[src/sv/plpo_pkg.sv]
// Package for the leverage option payoff block: item types, control codes and
// the microprogram that sequences one item. Used by every module of the block.
`default_nettype none

package plpo_pkg;

    localparam int unsigned MAX_POINTS_DEF = 16;

    localparam int unsigned UPC_W = 5;
    localparam int unsigned DIV_BITS = 32;
    localparam int unsigned DIV_CNT_W = 6;
    localparam int unsigned CFG_IDX_W = 2;
    localparam int unsigned CFG_DATA_W = 32;

    localparam logic CMD_LOAD = 1'b0;
    localparam logic CMD_EVAL = 1'b1;

    localparam logic MODE_STAIRS = 1'b0;
    localparam logic MODE_LINEAR = 1'b1;

    localparam logic [CFG_IDX_W-1:0] CFG_STRIKE  = 2'd0;
    localparam logic [CFG_IDX_W-1:0] CFG_IS_CALL = 2'd1;
    localparam logic [CFG_IDX_W-1:0] CFG_POINTS  = 2'd2;

    typedef struct packed {
        logic               cmd;
        logic [3:0]         entry_index;
        logic signed [31:0] entry_rate;
        logic signed [31:0] entry_factor;
        logic               entry_mode;
        logic [31:0]        spot;
        logic signed [31:0] eval_rate;
    } t_in_item;

    typedef struct packed {
        logic signed [63:0] payoff;
        logic signed [31:0] notional;
        logic [3:0]         segment;
    } t_out_item;

    typedef struct packed {
        logic signed [31:0] rate;
        logic signed [31:0] factor;
        logic               mode;
    } t_entry;

    typedef enum logic [4:0] {
        OP_NOP,
        OP_START,
        OP_CHK_LAST,
        OP_RD_MID,
        OP_BIS,
        OP_RD_LO,
        OP_RD_HI,
        OP_SEG,
        OP_MUL_LERP,
        OP_ROUND,
        OP_DIV_INIT,
        OP_DIV_STEP,
        OP_LERP_FIN,
        OP_INTR,
        OP_MUL_PAY,
        OP_PAY,
        OP_OUT,
        OP_LOAD
    } t_uop;

    typedef enum logic [3:0] {
        C_NEXT,
        C_GOTO,
        C_WAIT_IN,
        C_IF_LOAD,
        C_IF_GE_LAST,
        C_IF_DONE,
        C_IF_STAIRS,
        C_IF_MORE,
        C_WAIT_OUT
    } t_ucond;

    typedef struct packed {
        t_uop             op;
        t_ucond           cond;
        logic [UPC_W-1:0] target;
    } t_uword;

    typedef struct packed {
        logic is_load;
        logic ge_last;
        logic srch_done;
        logic stairs;
        logic div_more;
        logic out_free;
    } t_dp_stat;

    localparam logic [UPC_W-1:0] U_IDLE     = 5'd0;
    localparam logic [UPC_W-1:0] U_START    = 5'd1;
    localparam logic [UPC_W-1:0] U_CHK_LAST = 5'd2;
    localparam logic [UPC_W-1:0] U_RD_MID   = 5'd3;
    localparam logic [UPC_W-1:0] U_BIS      = 5'd4;
    localparam logic [UPC_W-1:0] U_RD_LO    = 5'd5;
    localparam logic [UPC_W-1:0] U_RD_HI    = 5'd6;
    localparam logic [UPC_W-1:0] U_SEG      = 5'd7;
    localparam logic [UPC_W-1:0] U_MUL_LERP = 5'd8;
    localparam logic [UPC_W-1:0] U_ROUND    = 5'd9;
    localparam logic [UPC_W-1:0] U_DIV_INIT = 5'd10;
    localparam logic [UPC_W-1:0] U_DIV_STEP = 5'd11;
    localparam logic [UPC_W-1:0] U_LERP_FIN = 5'd12;
    localparam logic [UPC_W-1:0] U_INTR     = 5'd13;
    localparam logic [UPC_W-1:0] U_MUL_PAY  = 5'd14;
    localparam logic [UPC_W-1:0] U_PAY      = 5'd15;
    localparam logic [UPC_W-1:0] U_OUT      = 5'd16;
    localparam logic [UPC_W-1:0] U_LOAD     = 5'd17;
    localparam logic [UPC_W-1:0] U_LAST     = U_LOAD;

    // Control store: one word per step, a jump is taken when its condition holds.
    function automatic t_uword ucode(input logic [UPC_W-1:0] pc);
        t_uword w;
        unique case (pc)
            U_IDLE:     w = '{op: OP_NOP,      cond: C_WAIT_IN,    target: U_IDLE};
            U_START:    w = '{op: OP_START,    cond: C_IF_LOAD,    target: U_LOAD};
            U_CHK_LAST: w = '{op: OP_CHK_LAST, cond: C_IF_GE_LAST, target: U_INTR};
            U_RD_MID:   w = '{op: OP_RD_MID,   cond: C_IF_DONE,    target: U_RD_LO};
            U_BIS:      w = '{op: OP_BIS,      cond: C_GOTO,       target: U_RD_MID};
            U_RD_LO:    w = '{op: OP_RD_LO,    cond: C_NEXT,       target: U_IDLE};
            U_RD_HI:    w = '{op: OP_RD_HI,    cond: C_NEXT,       target: U_IDLE};
            U_SEG:      w = '{op: OP_SEG,      cond: C_IF_STAIRS,  target: U_INTR};
            U_MUL_LERP: w = '{op: OP_MUL_LERP, cond: C_NEXT,       target: U_IDLE};
            U_ROUND:    w = '{op: OP_ROUND,    cond: C_NEXT,       target: U_IDLE};
            U_DIV_INIT: w = '{op: OP_DIV_INIT, cond: C_NEXT,       target: U_IDLE};
            U_DIV_STEP: w = '{op: OP_DIV_STEP, cond: C_IF_MORE,    target: U_DIV_STEP};
            U_LERP_FIN: w = '{op: OP_LERP_FIN, cond: C_NEXT,       target: U_IDLE};
            U_INTR:     w = '{op: OP_INTR,     cond: C_NEXT,       target: U_IDLE};
            U_MUL_PAY:  w = '{op: OP_MUL_PAY,  cond: C_NEXT,       target: U_IDLE};
            U_PAY:      w = '{op: OP_PAY,      cond: C_NEXT,       target: U_IDLE};
            U_OUT:      w = '{op: OP_OUT,      cond: C_WAIT_OUT,   target: U_IDLE};
            U_LOAD:     w = '{op: OP_LOAD,     cond: C_GOTO,       target: U_OUT};
            default:    w = '{op: OP_NOP,      cond: C_GOTO,       target: U_IDLE};
        endcase
        return w;
    endfunction

endpackage

`default_nettype wire

[src/sv/plpo_seq.sv]
// Microsequencer of the leverage option payoff block: step counter, control store
// lookup and conditional jumps on datapath status. Depends on plpo_pkg.
`default_nettype none

module plpo_seq (
    input  wire logic              i_clk,
    input  wire logic              i_rst_n,
    input  wire logic              i_accept,
    input  wire plpo_pkg::t_dp_stat i_stat,
    output plpo_pkg::t_uword       o_uword,
    output logic                   o_in_ready
);
    import plpo_pkg::*;

    logic [UPC_W-1:0] r_pc;
    logic [UPC_W-1:0] n_pc;
    logic [UPC_W-1:0] pc_inc;
    t_uword           uw;

    assign uw = ucode(r_pc);
    assign pc_inc = r_pc + 1'b1;
    assign o_uword = uw;
    assign o_in_ready = (r_pc == U_IDLE);

    always_comb begin
        unique case (uw.cond)
            C_NEXT:       n_pc = pc_inc;
            C_GOTO:       n_pc = uw.target;
            C_WAIT_IN:    n_pc = i_accept ? U_START : r_pc;
            C_IF_LOAD:    n_pc = i_stat.is_load ? uw.target : pc_inc;
            C_IF_GE_LAST: n_pc = i_stat.ge_last ? uw.target : pc_inc;
            C_IF_DONE:    n_pc = i_stat.srch_done ? uw.target : pc_inc;
            C_IF_STAIRS:  n_pc = i_stat.stairs ? uw.target : pc_inc;
            C_IF_MORE:    n_pc = i_stat.div_more ? uw.target : pc_inc;
            C_WAIT_OUT:   n_pc = i_stat.out_free ? uw.target : r_pc;
            default:      n_pc = U_IDLE;
        endcase
    end

    always_ff @(posedge i_clk) begin
        if (!i_rst_n) begin
            r_pc <= U_IDLE;
        end else begin
            r_pc <= n_pc;
        end
    end

`ifndef SYNTHESIS
    a_pc_range: assert property (@(posedge i_clk) disable iff (!i_rst_n)
        r_pc <= U_LAST)
        else $error("step counter left the program");
    a_accept_starts: assert property (@(posedge i_clk) disable iff (!i_rst_n)
        i_accept |=> r_pc == U_START)
        else $error("accepted item did not start the program");
    a_out_hold: assert property (@(posedge i_clk) disable iff (!i_rst_n)
        (r_pc == U_OUT && !i_stat.out_free) |=> r_pc == U_OUT)
        else $error("result step left while output register was busy");
`endif

endmodule

`default_nettype wire

[config.mk]
export PLATFORM = sky130hd
export DESIGN_NAME = plpo_seq
export DESIGN_NICKNAME = d
export VERILOG_FILES = /design/src/sv/plpo_pkg.sv /design/src/sv/plpo_seq.sv
export SDC_FILE = /design/constraint.sdc
export NUM_CORES = 1
export LEC_CHECK = 0
export ABC_AREA = 1
export BUFFER_PORTS_ARGS = -buffer_cell sky130_fd_sc_hd__buf_4
export CAP_MARGIN = 20
export CORE_UTILIZATION = 29
export CTS_CLUSTER_DIAMETER = 50
export CTS_CLUSTER_SIZE = 28
export DETAILED_ROUTE_END_ITERATION = 10
export PLACE_DENSITY = 0.49
export SYNTH_ARGS = -nofsm -noshare
export SYNTH_HDL_FRONTEND = slang
export SYNTH_SLANG_ARGS = --single-unit
[constraint.sdc]
create_clock -name i_clk -period 3.75 [get_ports i_clk]
set_input_delay 0.1875 -clock i_clk [delete_from_list [all_inputs] [get_ports i_clk]]
set_output_delay 0.1875 -clock i_clk [all_outputs]
set_load 0.01 [all_outputs]
**After elaboration in Yosys (flattened, before gate mapping)**

Memory sizes are Yosys's and may differ from the RTL's. A register that Yosys moved wholly into a read port is not among the register bits.
Index checks and enable logic that the tools add are counted.

- Reduce and logical (&&, ||, !) cells: 3
- Equal/unequal tests: 10
- Mux-type cells: 10
- Add/sub/neg operators: 1

Operators by type and width:

| cell | count |
|---|---|
| 5-bit 2-to-1 mux | 9 |
| 5-bit one-hot mux with 9 select lines | 1 |
| 4-bit by 3-bit equality test with 1-bit output (second input constant) | 4 |
| 4-bit by 2-bit equality test with 1-bit output (second input constant) | 2 |
| 5-bit by 1-bit adder with 5-bit output (second input constant) | 1 |
| 5-bit zero test | 1 |
| 4-bit by 1-bit equality test with 1-bit output (second input constant) | 1 |
| 4-bit equality test (second input constant) | 1 |
| 4-bit zero test | 1 |
| 2-bit != test (second input constant) | 2 |
| 2-bit AND reduction | 1 |

- Bits in registers: 5
- Memories kept: 1
- Output and inout port bits: 15
- Bits in read-only memories: 448

Memories:

| memory | words | width | read ports | clocked after Yosys merged registers in | write ports | line | RTL |
|---|---|---|---|---|---|---|---|
| (no name shown) | 32 | 14 | 1 | 1 | 0 | plpo_pkg.sv:118 | `unique case (pc)` |

**Depth between registers and ports, before layout**

Gate-level depths: netlist of the first run.

- Depth after elaboration: 5
- Depth in mapped cells: 16
- Mapped depth without buffers: 16

**Worst setup path after synthesis of the first run**

OpenSTA, ideal clock, no wires.

- Path type: flip-flop to flip-flop
- Start: register r_pc[0]
- End: register, netlist name o_uword[5]
- Path buffers: 1
- Setup slack: 1553 ps
- Cell stages (with the launch flop): 16
- Arrival time: 2076 ps
- Cell sequence: dfxtp_1 -> clkbuf_1 -> inv_1 -> ha_1 -> inv_1 -> o21ai_0 -> nand2_1 -> nand2_1 -> a21oi_1 -> nand3_2 -> nand3_4 -> inv_1 -> ha_1 -> nand2_1 -> nand3b_4 -> nand3_1

- Word-level cells in the longest chain between the ends: 5
- Elaborated cells on any way between the ends: 9

RTL lines:

| what | line | RTL |
|---|---|---|
| from (decl) | plpo_seq.sv:15 | `logic [UPC_W-1:0] r_pc;` |
| from (signal assigned) | plpo_seq.sv:44 | `r_pc <= n_pc;` |
| 5-bit by 1-bit adder with 5-bit output | plpo_seq.sv:21 | `assign pc_inc = r_pc + 1'b1;` |
| 5-bit 2-to-1 mux, on equally long branches | - |  |
| 5-bit one-hot mux with 9 select lines | plpo_seq.sv:26 | `unique case (uw.cond)` |
| 5-bit 2-to-1 mux (no line) (*) (2 in series) | - |  |

Mark *: on every way between the ends. The rest lies on a longest branch, timed or not.
A chain may end at the register's enable or synchronous reset.

**Final worst setup path of the first run**

- Start: register r_pc[0]
- End: register, netlist name o_uword[5]

- Word-level cells in the longest chain between the ends: 5
- Elaborated cells on any way between the ends: 9

RTL lines:

| what | line |
|---|---|
| 5-bit by 1-bit adder with 5-bit output | plpo_seq.sv:21 |
| 5-bit 2-to-1 mux, on equally long branches | - |
| 5-bit one-hot mux with 9 select lines | plpo_seq.sv:26 |
| 5-bit 2-to-1 mux (no line) (*) (2 in series) | - |

Marks and branches as above.

==> impl_metrics.toml, run 1 <==
[yosys]
synthesis.nets = 271
netlist.area_leader.share_pct = 23.9
synth.distinct_cells = 25
synth.avg_cell_area_um2 = 6.23
synth_top_cells_by_area = "sky130_fd_sc_hd__dfxtp_1 (24%), sky130_fd_sc_hd__nand2_1 (24%), sky130_fd_sc_hd__nor2_1 (6.4%)"
synthesis.instances = 255
ys_async_sr_fraction_pct = 0
synth.yosys.seq_area_share_pct = 23.9
most_repeated_cell_in_the_gate_level_netlist_after_synthesis = "sky130_fd_sc_hd__nand2_1"
synth_largest_area_cell = "sky130_fd_sc_hd__dfxtp_1"
ys_dominant_reg_cell = "sky130_fd_sc_hd__dfxtp_1"
synth.yosys.warnings = 0
ys_top_cells_by_count = "sky130_fd_sc_hd__nand2_1 (101), sky130_fd_sc_hd__nor2_1 (27), sky130_fd_sc_hd__inv_1 (25)"
synth-edff-count = 0
synthesis.area_mm2 = 0.00159
ys_ff_latch = 19

[worst_setup_path]
worstSetupStartpointType = "flop"
cp_num_buf_inv = 3
critical_path.top_delay_family = "simple AND/OR/NAND/NOR gates"
critical_path_class = "flop to flop"
rr_worst_depth = 14
timing.critical_path.arrival_ns = 2.72
worstPathMaxFanout = 10
worst_r2r_endpoint = "o_uword[5]"
ff2ff_setup_slack_ns = 1.17
crit_required_ns = 3.89
endpoint_kind = "flop"
slowest_stage = "sky130_fd_sc_hd__dfxtp_1"
capturing_element_of_the_worst_setup_path = "o_uword[5]"
cpPeakStageDelay_ns = 0.56
path_cells = "inv_1 > ha_1 > inv_1 > o21ai_0 > nand2_1 > nand2_1 > nor2_1 > nand3_2 > nand3_4 > inv_1 > ha_1 > nand2_1 > nand3b_4 > nand3_1"
critical_path_stages = 14
critPathLaunch = "r_pc[0]"
r2r_start = "r_pc[0]"

[placement]
dp.final_hpwl_mm = 3.42
portBuffers = 23
globalplace.congestion = 0.869

[sta]
setup-violations-final = 0
final_hold_viol_count = 0
final.period_utilization_pct = 68.8
fmax_mhz = 388
post-route-min-period_ns = 2.58
setup_repair_after_global_routing_missed_its_margin = "false"
total_negative_slack_for_setup_checks_ns = 0
timing.slew.headroom_pct = 73.8
worst_pin_slew_ns = 0.392
finalMaxSlewViolations = 0
clock-skew-final_ns = 0.00154

[cells_and_area]
insertedDiodeCount = 0
final_layout_size_suffix_gt1_share_pct = 21.8
area_grow_syn2layout_pct = 17.0
final-seq-area_um2 = 380
layout.filler_cells = 593
final_nets = 297
multi_input_comb_area_mm2 = 0.00106

[detailed_routing]
firstDrtPassIters = 4
average_vias_per_placed_instance = 4.53
drt.antenna.violating_nets = 0
final_wirelength_mm = 4.09
drt_iter0_drc = 95
remaining_drcs = 0
via_count = 1584
wire_per_inst_um = 11.7

[global_routing]
wire_length_of_the_first_global_routing_pass_mm = 7.17
grt_antenna_before_repair = 0
grt_pass1_vias = 1534
largest_net_degree_at_the_start_of_global_routing = 12
grt_util_all_layers_pct = 15.4
grt-ovfl-total = 0

[power_and_ir_drop]
worst_ir_drop_vdd_uv = 393
combinationalPowerShare_pct = 64.6
p_leak_nw = 0.992
power_share_of_the_sequential_group_pct = 26.2
total_power_mw = 1.51
p_clk_share_pct = 9.2
switchingPower_mw = 0.784
powerDensity_mw_per_mm2 = 811
power.internal_mw = 0.725
power.share.switching_pct = 51.9

[clock_network]
cts_repair_resize_count = 0
cts_max_path_buffers = 2
ctsRootBufferMaster = "sky130_fd_sc_hd__clkbuf_8"
insertion_delay_ns = 0.25
h-tree-depth = 1
holdBufCountCts = 0
numCtsBuffers = 3
cts_tree = "done"
cts.sinks = 19
post_cts_buffers = 0
clkTransAtPathRegs_ns = 0.07

[floorplanning]
fp-row-count = 26
start_util_pct = 30.5
die_h_um = 76.0
ioPinCount = 24
floorplan.core_area_mm2 = 0.00520
dieWidth_um = 76.0
die_area_mm2 = 0.00578

[status]
status = "finished, final reports clean"

[min_path]
worst_hold_path_type = "primary input to flop"

[job]
cap_viol_max_count = 0
==> metrics by stage <==
stage	instances	instance area, µm²	util, %	hold WS, ns	worst slack [ns]
after CTS	350	1860	35.7	0.314	1.17
after floorplan	255	1590	-	0.484	1.55
final	350	1860	35.7	0.317	1.17
after detailed placement	346	1810	34.8	0.581	1.20
after global placement	346	1810	34.8	0.583	1.15
after global routing	350	1860	35.7	0.350	1.01
==> worst min-delay path by stage <==
stage,to,startpoint,slack [ns],cells after the start
floorplan,r_pc[0],i_stat[0],0.48,3
global placement,o_uword[10],o_uword[10],0.58,1
detailed placement,o_uword[10],o_uword[10],0.58,1
CTS,r_pc[1],i_rst_n,0.31,3
global route,r_pc[2],i_rst_n,0.35,3
finish,r_pc[1],i_rst_n,0.32,3
==> cells in the final DEF (no fill, tap or decap), types with 5 or more instances in the layout <==
cell / n
sky130_fd_sc_hd__nand2_2: 9
sky130_fd_sc_hd__nand3_2: 5
sky130_fd_sc_hd__inv_1: 25
sky130_fd_sc_hd__nor2_1: 27
sky130_fd_sc_hd__ha_1: 7
sky130_fd_sc_hd__buf_4: 23
sky130_fd_sc_hd__nand2_1: 101
sky130_fd_sc_hd__dfxtp_1: 19
sky130_fd_sc_hd__nand3_1: 18
sky130_fd_sc_hd__nor2_2: 5
sky130_fd_sc_hd__o21ai_0: 10
==> power groups by stage <==
stage | Combinational, mW | Clock [mW] | Sequential [mW]
CTS | 0.987 | 0.143 | 0.396
floorplan | 0.679 | 0 | 0.395
global placement | 0.996 | 0 | 0.401
finish | 0.975 | 0.138 | 0.395
detailed placement | 0.983 | 0 | 0.399
global route | 1.11 | 0.153 | 0.410
==> cell type report <==
class	instances	area share, %
multi-input combinational	204	56.9
inverter	30	6.12
timing repair buffer	23	9.29
tap	70	4.71
clock buffer	3	2.22
clock inverter	1	0.269
sequential	19	20.5
==> routing by layer <==
layer	vias to the layer above	GRT usage (%)	share of wire, %
li1	844	-	-
met1	701	20.1	48
met2	35	26.8	48
met3	4	1.68	3.1
met4	0	4.04	0.98
met5	-	0	0
==> logic make-up (layout without fill, tap and decap cells) <==
group	after synthesis	after routing	synth area share [%]
AOI/OAI and AO/OA	17	17	6.54
xor gates and xnor gates	1	1	0.551
and+or+nand+nor	179	179	54.0
adders and majority gates	7	7	5.51
buffers and inverters	32	57	9.45
DFF	19	19	23.9
==> worst register-to-register path, cell delays in order, from the launching register on <==
cell and delay [ns]:
sky130_fd_sc_hd__dfxtp_1 0.56, sky130_fd_sc_hd__inv_1 0.09, sky130_fd_sc_hd__ha_1 0.34, sky130_fd_sc_hd__inv_1 0.15, sky130_fd_sc_hd__o21ai_0 0.10, sky130_fd_sc_hd__nand2_1 0.07
sky130_fd_sc_hd__nand2_1 0.06, sky130_fd_sc_hd__nor2_1 0.20, sky130_fd_sc_hd__nand3_2 0.14, sky130_fd_sc_hd__nand3_4 0.13, sky130_fd_sc_hd__inv_1 0.09, sky130_fd_sc_hd__ha_1 0.23
sky130_fd_sc_hd__nand2_1 0.09, sky130_fd_sc_hd__nand3b_4 0.15, sky130_fd_sc_hd__nand3_1 0.08
==> sequential cells by signal, indices dropped and copies added (netlist names) <==
signal	cells
o_uword	14
r_pc	5
Power figures use the tool's default switching activity.
==> run 2, diff against run 1 <==
--- a/config.mk
+++ b/config.mk
@@ -12,7 +12,7 @@
 export CTS_CLUSTER_DIAMETER = 50
 export CTS_CLUSTER_SIZE = 28
 export DETAILED_ROUTE_END_ITERATION = 10
-export PLACE_DENSITY = 0.49
+export PLACE_DENSITY = 0.51
 export SYNTH_ARGS = -nofsm -noshare
 export SYNTH_HDL_FRONTEND = slang
 export SYNTH_SLANG_ARGS = --single-unit
==> constraint.sdc (replaced) <==
create_clock -name i_clk -period 2.3 [get_ports i_clk]
set_input_delay 0.115 -clock i_clk [delete_from_list [all_inputs] [get_ports i_clk]]
set_output_delay 0.115 -clock i_clk [all_outputs]
set_load 0.01 [all_outputs]
==> run 2 against run 1 <==
Clock power increased by 62%. Design area increased by 3.9%. Largest power group unchanged. Combinational power increased by 77%.
==> impl_metrics.toml, run 2 (synthesis results as in run 1) <==
[floorplanning]
die_h_um = 76.0
fp-row-count = 26
dieWidth_um = 76.0
die_area_mm2 = 0.00578
start_util_pct = 30.5
ioPinCount = 24
floorplan.core_area_mm2 = 0.00520

[sta]
post-route-min-period_ns = 2.13
timing.slew.headroom_pct = 78.0
setup-violations-final = 0
fmax_mhz = 469
final.period_utilization_pct = 92.7
total_negative_slack_for_setup_checks_ns = 0
finalMaxSlewViolations = 0
final_hold_viol_count = 0
worst_pin_slew_ns = 0.328
clock-skew-final_ns = 0.00578

[worst_setup_path]
critical_path.top_delay_family = "simple AND/OR/NAND/NOR gates"
r2r_start = "r_pc[1]"
path_cells = "inv_1 > ha_1 > inv_2 > o21ai_0 > nand2_1 > nand2_1 > nor2_1 > nand3_2 > nand3_4 > inv_1 > ha_1 > nand2_1 > nand3b_4 > nand3_1"
critical_path_class = "flop to flop"
endpoint_kind = "flop"
crit_path_most_repeated_cell = "sky130_fd_sc_hd__nand2_1"
worst_r2r_endpoint = "o_uword[5]"
worstSetupStartpointType = "flop"
cp_num_buf_inv = 3
ff2ff_setup_slack_ns = 0.17
worstPathMaxFanout = 8
timing.critical_path.arrival_ns = 2.27
rr_worst_depth = 14
cpPeakStageDelay_ns = 0.34
slowest_stage = "sky130_fd_sc_hd__dfxtp_2"
crit_required_ns = 2.44

[clock_network]
insertion_delay_ns = 0.25
clkTransAtPathRegs_ns = 0.07
cts.sinks = 19
cts_max_path_buffers = 2
cts_tree = "done"
h-tree-depth = 1
numCtsBuffers = 3
ctsRootBufferMaster = "sky130_fd_sc_hd__clkbuf_8"

[detailed_routing]
final_wirelength_mm = 4.23
maxUsedRoutingLayer = "met4"
drt.antenna.violating_nets = 0
wl_met2_mm = 2.01
firstDrtPassIters = 4
average_vias_per_placed_instance = 4.50
met3WireLength_um = 131
drt_iter0_drc = 101
via_count = 1605
wire_per_inst_um = 11.8
remaining_drcs = 0
met1_wirelength_mm = 2.05

[global_routing]
largest_net_degree_at_the_start_of_global_routing = 12
wire_length_of_the_first_global_routing_pass_mm = 7.36
grt_util_all_layers_pct = 15.5
grt_antenna_before_repair = 0
grt-ovfl-total = 0
grt_pass1_vias = 1519

[min_path]
holdCritStartpoint = "i_rst_n"
worst_hold_path.endpoint = "r_pc[1]"
whs_path_depth = 3
worst_hold_path_type = "primary input to flop"

[placement]
globalplace.congestion = 0.907
portBuffers = 23
dp.final_hpwl_mm = 3.47

[power_and_ir_drop]
worst_ir_drop_vdd_uv = 497
p_leak_nw = 1.03
powerDensity_mw_per_mm2 = 1340
total_power_mw = 2.58

[cells_and_area]
largest_register_ffs = 14
most-common-layout-cells = "sky130_fd_sc_hd__nand2_1 (99), sky130_fd_sc_hd__buf_4 (30), sky130_fd_sc_hd__nor2_1 (26)"
insertedDiodeCount = 0
area_grow_syn2layout_pct = 21.6
final_nets = 304
most_common_library_cell_in_the_layout_ignoring_fill_and_taps = "sky130_fd_sc_hd__nand2_1"
layout.filler_cells = 562
final_layout_size_suffix_gt1_share_pct = 26.5

[job]
cap_viol_max_count = 0

[status]
status = "finished, final reports clean"
-- run 2: cell types whose count changed in the layout (fill, tap and decap cells not counted), moves of 2 or more --
cell / change
sky130_fd_sc_hd__nand2_1: -2
sky130_fd_sc_hd__dfxtp_2: +3
sky130_fd_sc_hd__nand2_2: +2
sky130_fd_sc_hd__dfxtp_1: -3
sky130_fd_sc_hd__buf_4: +7
-- run 2: per-layer routing --
metal | GRT usage (%) | up-vias
met4 | 3.85 | 0
li1 | - | 861
met5 | 0 | -
met1 | 20.7 | 706
met2 | 26.7 | 34
met3 | 1.44 | 4
-- run 2: worst max path at each step --
stage / start / to / cells after the start
final: r_pc[1] / o_uword[5] / 14
after global routing: o_uword[8] / o_uword[5] / 14
after CTS: o_uword[6] / o_uword[0] / 13
after detailed placement: o_uword[6] / o_uword[0] / 13
after global placement: o_uword[6] / o_uword[0] / 13
after floorplan: r_pc[0] / o_uword[5] / 15
-- run 2: power by group --
part,internal [mW],switching (mW),leakage (nW)
registers,0.487,0.139,0.157
logic,0.649,1.08,0.848
clock network,0.120,0.103,0.0255
-- run 2: worst reg2reg max path: stages (launching register included) --
cell and delay, ns:
sky130_fd_sc_hd__dfxtp_2 0.34, sky130_fd_sc_hd__inv_1 0.05, sky130_fd_sc_hd__ha_1 0.32, sky130_fd_sc_hd__inv_2 0.10
sky130_fd_sc_hd__o21ai_0 0.08, sky130_fd_sc_hd__nand2_1 0.07, sky130_fd_sc_hd__nand2_1 0.05, sky130_fd_sc_hd__nor2_1 0.15
sky130_fd_sc_hd__nand3_2 0.11, sky130_fd_sc_hd__nand3_4 0.12, sky130_fd_sc_hd__inv_1 0.09, sky130_fd_sc_hd__ha_1 0.23
sky130_fd_sc_hd__nand2_1 0.09, sky130_fd_sc_hd__nand3b_4 0.15, sky130_fd_sc_hd__nand3_1 0.09
-- run 2: per-stage QoR --
step	setup WS, ns	std cells	hold slack [ns]	area [µm²]	utilization [%]
2_1_floorplan	0.103	255	0.411	1590	-
3_3_place_gp	-0.00120	350	0.507	1840	35.4
3_5_place_dp	0.0339	350	0.507	1840	35.4
4_1_cts	0.0226	354	0.248	1890	36.3
5_1_grt	-0.0151	357	0.254	1930	37.1
6_report	0.167	357	0.249	1930	37.1
-- run 2: area by class of cell --
type                            instances  area [µm²]  share of cell area (%)
Tap cell                               70        87.6                    4.53
Clock buffer                            3        41.3                    2.14
Clock inverter                          1        5.00                   0.259
Timing Repair Buffer                   30         225                    11.7
Sequential cell                        19         384                    19.9
Inverter                               30         114                    5.89
Multi-Input combinational cell        204        1070                    55.6
-- run 2: repair_timing --
action | CTS | global route
resized for setup | 0 | 10
setup endpoints to repair | 0 | 9
setup buffers | 0 | 3
hold buffers | 0 | 0
hold endpoints to repair | 0 | 0
